**config.mk**
```make
export PLATFORM = sky130hd
export DESIGN_NAME = aabb_accum
export DESIGN_NICKNAME = d
export VERILOG_FILES = /design/src/rtl/aabb_pkg.sv /design/src/rtl/aabb_accum.sv
export SDC_FILE = /design/constraint.sdc
export NUM_CORES = 2
export LEC_CHECK = 0
export BUFFER_PORTS_ARGS = -buffer_cell sky130_fd_sc_hd__buf_2
export CAP_MARGIN = 25
export CORE_ASPECT_RATIO = 0.7
export CORE_MARGIN = 1.5
export CORE_UTILIZATION = 35
export CTS_CLUSTER_SIZE = 10
export DETAILED_ROUTE_END_ITERATION = 7
export GPL_ROUTABILITY_DRIVEN = 0
export PLACE_DENSITY_LB_ADDON = 0.12
export SLEW_MARGIN = 40
export SYNTH_ARGS = -nofsm -noshare
export SYNTH_HDL_FRONTEND = slang
export SYNTH_SLANG_ARGS = --single-unit
export TNS_END_PERCENT = 1
```
**constraint.sdc**
```tcl
create_clock -name clk_i -period 17 [get_ports clk_i]
set_clock_uncertainty 0.05 [all_clocks]
set_input_delay 2.55 -clock clk_i [delete_from_list [all_inputs] [get_ports clk_i]]
set_output_delay 2.55 -clock clk_i [all_outputs]
set_load 0.1 [all_outputs]
```
**src/rtl/aabb_pkg.sv**
```systemverilog
// Shared types, constants and fixed-point helpers for the box boundary impulse block.
package aabb_pkg;

  localparam int DW = 32;          // data word width
  localparam int FB = 16;          // fraction bits
  localparam int PW = 2 * DW + 2;  // raw product width
  localparam int SW = DW + 2;      // sum width before clamping
  localparam int CW = 64;          // configuration data width
  localparam int IW = 4;           // configuration index width

  localparam logic signed [DW-1:0] MAXV = {1'b0, {(DW-1){1'b1}}};
  localparam logic signed [DW-1:0] MINV = {1'b1, {(DW-1){1'b0}}};
  localparam logic [17:0]          ONEQ = 18'(1 << FB);

  // Register indexes of the configuration port.
  typedef enum logic [IW-1:0] {
    REG_BOX_X    = 4'd0,
    REG_BOX_Y    = 4'd1,
    REG_BOX_Z    = 4'd2,
    REG_SCALE    = 4'd3,
    REG_RADIUS   = 4'd4,
    REG_GAIN     = 4'd5,
    REG_RESTIT   = 4'd6,
    REG_FRICTION = 4'd7
  } cfg_reg_e;

  typedef struct packed {
    logic [2:0][CW-1:0] bounds;
    logic [30:0]        sim_scale;
    logic [30:0]        radius;
    logic [30:0]        gain;
    logic [16:0]        restit;
    logic [16:0]        fric;
  } cfg_t;

  // A clamped value and whether the clamp changed it.
  typedef struct packed {
    logic [DW-1:0] v;
    logic          s;
  } q_t;

  // Face products after scaling, handed from the distance unit.
  typedef struct packed {
    logic [2:0][DW-1:0] vel;
    logic [5:0]         pen;
    logic [5:0][DW-1:0] negd;
    logic [5:0][DW-1:0] qm;
    logic [5:0][DW-1:0] qt;
    logic [2:0][DW-1:0] qv;
    logic [5:0]         fsat;
    logic [2:0]         vsat;
    logic               sat;
  } dist_t;

  // Per-face impulses along the face normal, handed to the accumulator.
  typedef struct packed {
    logic [2:0][DW-1:0] vel;
    logic [5:0]         pen;
    logic [5:0][DW-1:0] along;
    logic [2:0][DW-1:0] qv;
    logic               sat;
  } imp_t;

  // Sign extension of a data word to sum width.
  function automatic logic signed [SW-1:0] sx(input logic signed [DW-1:0] x);
    return SW'(x);
  endfunction

  // Floor shift of a raw product by the fraction bits, then clamp.
  function automatic q_t mul_shift(input logic signed [PW-1:0] prod);
    logic signed [PW-1:0] sh;
    q_t r;
    sh = prod >>> FB;
    if (sh[PW-1:DW-1] == '0 || sh[PW-1:DW-1] == '1) begin
      r.v = sh[DW-1:0];
      r.s = 1'b0;
    end else if (sh[PW-1]) begin
      r.v = MINV;
      r.s = 1'b1;
    end else begin
      r.v = MAXV;
      r.s = 1'b1;
    end
    return r;
  endfunction

  // Clamp a wide sum to the data range.
  function automatic q_t sat_add(input logic signed [SW-1:0] x);
    q_t r;
    if (x[SW-1:DW-1] == '0 || x[SW-1:DW-1] == '1) begin
      r.v = x[DW-1:0];
      r.s = 1'b0;
    end else if (x[SW-1]) begin
      r.v = MINV;
      r.s = 1'b1;
    end else begin
      r.v = MAXV;
      r.s = 1'b1;
    end
    return r;
  endfunction

endpackage

```
**src/rtl/aabb_accum.sv**
```systemverilog
// Ordered, clamped impulse sum over the six faces and the velocity update.
module aabb_accum import aabb_pkg::*; (
  input  logic               clk_i,
  input  logic               rst_ni,
  input  logic               in_valid_i,
  output logic               in_ready_o,
  input  imp_t               in_i,
  output logic               out_valid_o,
  input  logic               out_ready_i,
  output logic [2:0][DW-1:0] next_vel_o,
  output logic [2:0][DW-1:0] mid_vel_o,
  output logic               sat_o
);

  typedef struct packed {
    imp_t               w;
    logic [2:0][DW-1:0] imp;
  } acc_t;

  typedef struct packed {
    logic [2:0][DW-1:0] nx;
    logic [2:0][DW-1:0] mid;
    logic               sat;
  } res_t;

  acc_t s6_d, s6_q, s7_d, s7_q;
  res_t s8_d, s8_q;
  logic v6_q, v7_q, v8_q;
  logic en6, en7, en8;

  assign en8 = !v8_q || out_ready_i;
  assign en7 = !v7_q || en8;
  assign en6 = !v6_q || en7;
  assign in_ready_o  = en6;
  assign out_valid_o = v8_q;
  assign next_vel_o  = s8_q.nx;
  assign mid_vel_o   = s8_q.mid;
  assign sat_o       = s8_q.sat;

  // Faces min x, max x, min y, starting from a zero sum.
  always_comb begin
    logic signed [SW-1:0] c;
    q_t r;
    s6_d.w   = in_i;
    s6_d.imp = '0;
    for (int f = 0; f < 3; f++) begin
      for (int b = 0; b < 3; b++) begin
        if (!in_i.pen[f]) c = '0;
        else if (b == (f >> 1)) c = sx(in_i.along[f]);
        else c = -sx(in_i.qv[b]);
        r = sat_add(sx(s6_d.imp[b]) + c);
        s6_d.imp[b] = r.v;
        s6_d.w.sat  = s6_d.w.sat | r.s;
      end
    end
  end

  // Faces max y, min z, max z.
  always_comb begin
    logic signed [SW-1:0] c;
    q_t r;
    s7_d = s6_q;
    for (int f = 3; f < 6; f++) begin
      for (int b = 0; b < 3; b++) begin
        if (!s6_q.w.pen[f]) c = '0;
        else if (b == (f >> 1)) c = sx(s6_q.w.along[f]);
        else c = -sx(s6_q.w.qv[b]);
        r = sat_add(sx(s7_d.imp[b]) + c);
        s7_d.imp[b] = r.v;
        s7_d.w.sat  = s7_d.w.sat | r.s;
      end
    end
  end

  // New velocity and the leapfrog midpoint.
  always_comb begin
    q_t r;
    logic signed [SW-1:0] sum;
    s8_d.sat = s7_q.w.sat;
    for (int b = 0; b < 3; b++) begin
      r = sat_add(sx(s7_q.w.vel[b]) + sx(s7_q.imp[b]));
      sum = sx(s7_q.w.vel[b]) + sx(r.v);
      s8_d.nx[b]  = r.v;
      s8_d.mid[b] = sum[DW:1];
      s8_d.sat    = s8_d.sat | r.s;
    end
  end

  // Valid bits.
  always_ff @(posedge clk_i or negedge rst_ni) begin
    if (!rst_ni) begin
      v6_q <= 1'b0;
      v7_q <= 1'b0;
      v8_q <= 1'b0;
    end else begin
      if (en6) v6_q <= in_valid_i;
      if (en7) v7_q <= v6_q;
      if (en8) v8_q <= v7_q;
    end
  end

  // Stage payload registers; the last one is the output word.
  always_ff @(posedge clk_i) begin
    if (en6 && in_valid_i) s6_q <= s6_d;
    if (en7 && v6_q) s7_q <= s7_d;
    if (en8 && v7_q) s8_q <= s8_d;
  end

endmodule

```
==> impl_metrics.csv <==
group,metric,value,unit
clock_network,h-tree-depth,3,
grt,grt_pass1_wl,338700,µm
clock_network,post_cts_resized,0,
cells_and_area,stdcell_count,10564,
clock_network,cts_root_buf,"clkbuf_16",
synth,syn-instance-count,7352,
synth,ys_async_sr_fraction,0.003861,
floorplan,core-area,193200,µm²
sta,fin_crit,14.39,ns
detailed_routing,drc_errors,0,
synth,synth_edf_count,774,
sta,finalCritPeriodShare,0.8464,
synth,yosysMostFrequentCell,"edfxtp_1",
clock_network,clock_latency,0.74,ns
grt,gr-usage-all-layers,0.2252,
critical_path,cp-start-kind,"flop",
critical_path,critPathMostFrequentCell,"a21o_1",
synth,yosysTopAreaCell,"edfxtp_1",
sta,fmax,69.50,MHz
sta,worst_slack,2.611,ns
synth,synth_area_per_cell,9.241,µm²
hold_path,hold_depth,0,
cells_and_area,final_nets,8994,
critical_path,reg2reg_from,"s6_q[97]",
sta,slew_viol_final,0,
sta,tightest_slew,0.8551,ns
detailed_routing,wire_per_inst,21.81,µm
synth,synth_nets,8453,
critical_path,crit_arrival,14.79,ns
detailed_routing,via_per_inst,5.459,
sta,final.setup.tns,0,ns
synth,ys_ff_latch,777,
critical_path,required,17.40,ns
placed_design,place_area,74020,µm²
outcome,status,"finished clean",
placed_design,pre_cts_slack,2.535,ns
synth,synth.cell_area,67940,µm²
clock_network,cts_buffers,95,
critical_path,critical_path.max_stage_delay,0.76,ns
floorplan,dieArea,196800,µm²
grt,grt_antenna_before_repair,46,
clock_network,cts_sinks,777,
critical_path,worst_setup_path_end_kind,"flop",
floorplan,num_rows,135,
hold_path,hp-class,"flop to flop",
floorplan,ios,590,
synth,synth_area_leaders,"edfxtp_1 (34%), ha_1 (13%), xnor2_1 (5.8%)",
sta,relSlewSlack,0.4255,
critical_path,cp_max_fo,32,
hold_path,min_to,"s7_q[446]",
detailed_routing,dr.pass1.iters,6,
synth,yosysSeqAreaShare,0.3432,
cells_and_area,drive_above_1_share,0.1148,
sta,hold_viol,0,
synth,yosysWarningCount,0,
critical_path,r2r_cells,51,
hold_path,hold_start,"s6_q[446]",
detailed_routing,vias,57664,
cells_and_area,design_area,76950,µm²
critical_path,timing.rr.end,"s7_q[96]",
sta,setup_violations,0,
critical_path,r2r_slack,2.61,ns
synth,synthFlopType,"edfxtp_1",
cells_and_area,fillers,19434,
cells_and_area,area_growth,13.25,%
placed_design,hpwlAfterDp,187900,µm
placed_design,io_buffer_count,589,
detailed_routing,ant_nets,0,
synth,synth_top_area_share,0.3421,
clock_network,clk_pin_slew,0.06,ns
clock_network,clk_path_buf_depth,3,
floorplan,fp.dieH,371.6,µm
grt,first_global_vias,53645,
grt,grt_max_degree,144,
detailed_routing,drt_iter0_drc,4798,
synth,ys_types,95,
critical_path,slowest_stage,"or4b_2",
sta,rsz0062_at_grt,"false",
placed_design,placedCellCount,10397,
floorplan,die_w,529.6,µm
synth,ys_top_cells_by_count,"edfxtp_1 (774), a21oi_1 (767), ha_1 (685), and2_1 (526), o21ai_0 (464)",
floorplan,initial_core_util,0.3516,
clock_network,cts_tree,"done",
detailed_routing,routed_wl,230400,µm
run,drv_cap,0,
clock_network,ctsHoldBuffers,0,
grt,grt-ovfl-total,0,
clock_network,postCtsSetupRepairBufs,0,
critical_path,crit_type,"flop to flop",
## worst max-delay path by stage
stage | endpoint | from | slack, ns
global placement | s6_q[88] | in_i[76] | 2.57
detailed placement | s6_q[96] | in_i[76] | 2.53
global route | s7_q[96] | s6_q[97] | 1.31
floorplan | s6_q[0] | out_ready_i | 3.98
finish | s7_q[96] | s6_q[97] | 2.61
CTS | s7_q[96] | s6_q[97] | 2.67
## kinds of logic (layout without fill, tap and decap cells)
family,count (synthesis),after routing,share of synthesized area
AO/OA/AOI/OAI,2422,2422,0.2267
AND/OR/NAND/NOR,2211,2211,0.1715
flip-flops,777,777,0.3432
XOR/XNOR,737,737,0.09534
adder cells (fa/ha/maj),718,718,0.1341
buffers and inverters,469,1061,0.02641
multiplexers,18,18,0.002744
other,0,17,0
## through the flow
stage,utilization,hold slack (ns)
2_1_floorplan,-,0.3503
3_3_place_gp,0.3825,0.3512
3_5_place_dp,0.3831,0.3545
4_1_cts,0.3976,0.3618
5_1_grt,0.3981,0.3680
6_report,0.3982,0.3603
## cells in the final DEF (no fill, tap or decap), types with 39 or more instances in the layout
master	netlist	routed
nand2_1	445	445
a21o_1	425	423
o21a_1	131	130
nand2b_1	126	125
buf_4	1	60
xnor2_1	449	446
o21ai_0	464	464
ha_1	685	685
and2_1	526	523
edfxtp_1	774	774
nor4_1	55	53
or3_1	59	59
nand3_1	107	107
and3_1	78	78
nand4_1	53	53
nor2_1	416	414
a31oi_1	52	51
buf_2	18	588
o21bai_1	96	96
nor2b_1	73	73
a21oi_1	767	764
a211o_1	39	39
clkbuf_16	0	96
inv_1	254	253
a211oi_1	64	64
nor3_1	130	129
xor2_1	285	285
## cell type report
class	instances	area, µm²	share of cell area
Multi-Input combinational cell	6106	42990	0.5587
Sequential cell	777	23320	0.3030
Timing Repair Buffer	659	3577	0.04649
Tap cell	2603	3257	0.04233
Clock buffer	119	2509	0.03260
Inverter	254	953.4	0.01239
Clock inverter	29	301.5	0.003919
Antenna cell	17	42.54	0.0005529
## critical path, delay by kind of cell (launching register included)
kind	cells	cell delay, ns
buffers and inverters	3	0.77
XOR/XNOR	3	0.71
flip-flops	1	0.55
AND/OR/NAND/NOR	16	4.01
adder cells (fa/ha/maj)	4	1.21
AO/OA/AOI/OAI	25	6.78
## registers in the layout, indices dropped and copies added, names as in the netlist
name and count:
s6_q 388, sat_o 1, s7_q 193, v7_q 1, mid_vel_o 96, v6_q 1, out_valid_o 1, next_vel_o 96
## layer usage
layer | wire length (µm) | track usage
met5 | 108 | 0
met4 | 3853 | 0.04014
met3 | 14120 | 0.03314
met2 | 92180 | 0.3215
met1 | 120100 | 0.3541
Power is not shown: default switching activity piles up to over one toggle a cycle in this logic, so the estimate is an artifact.
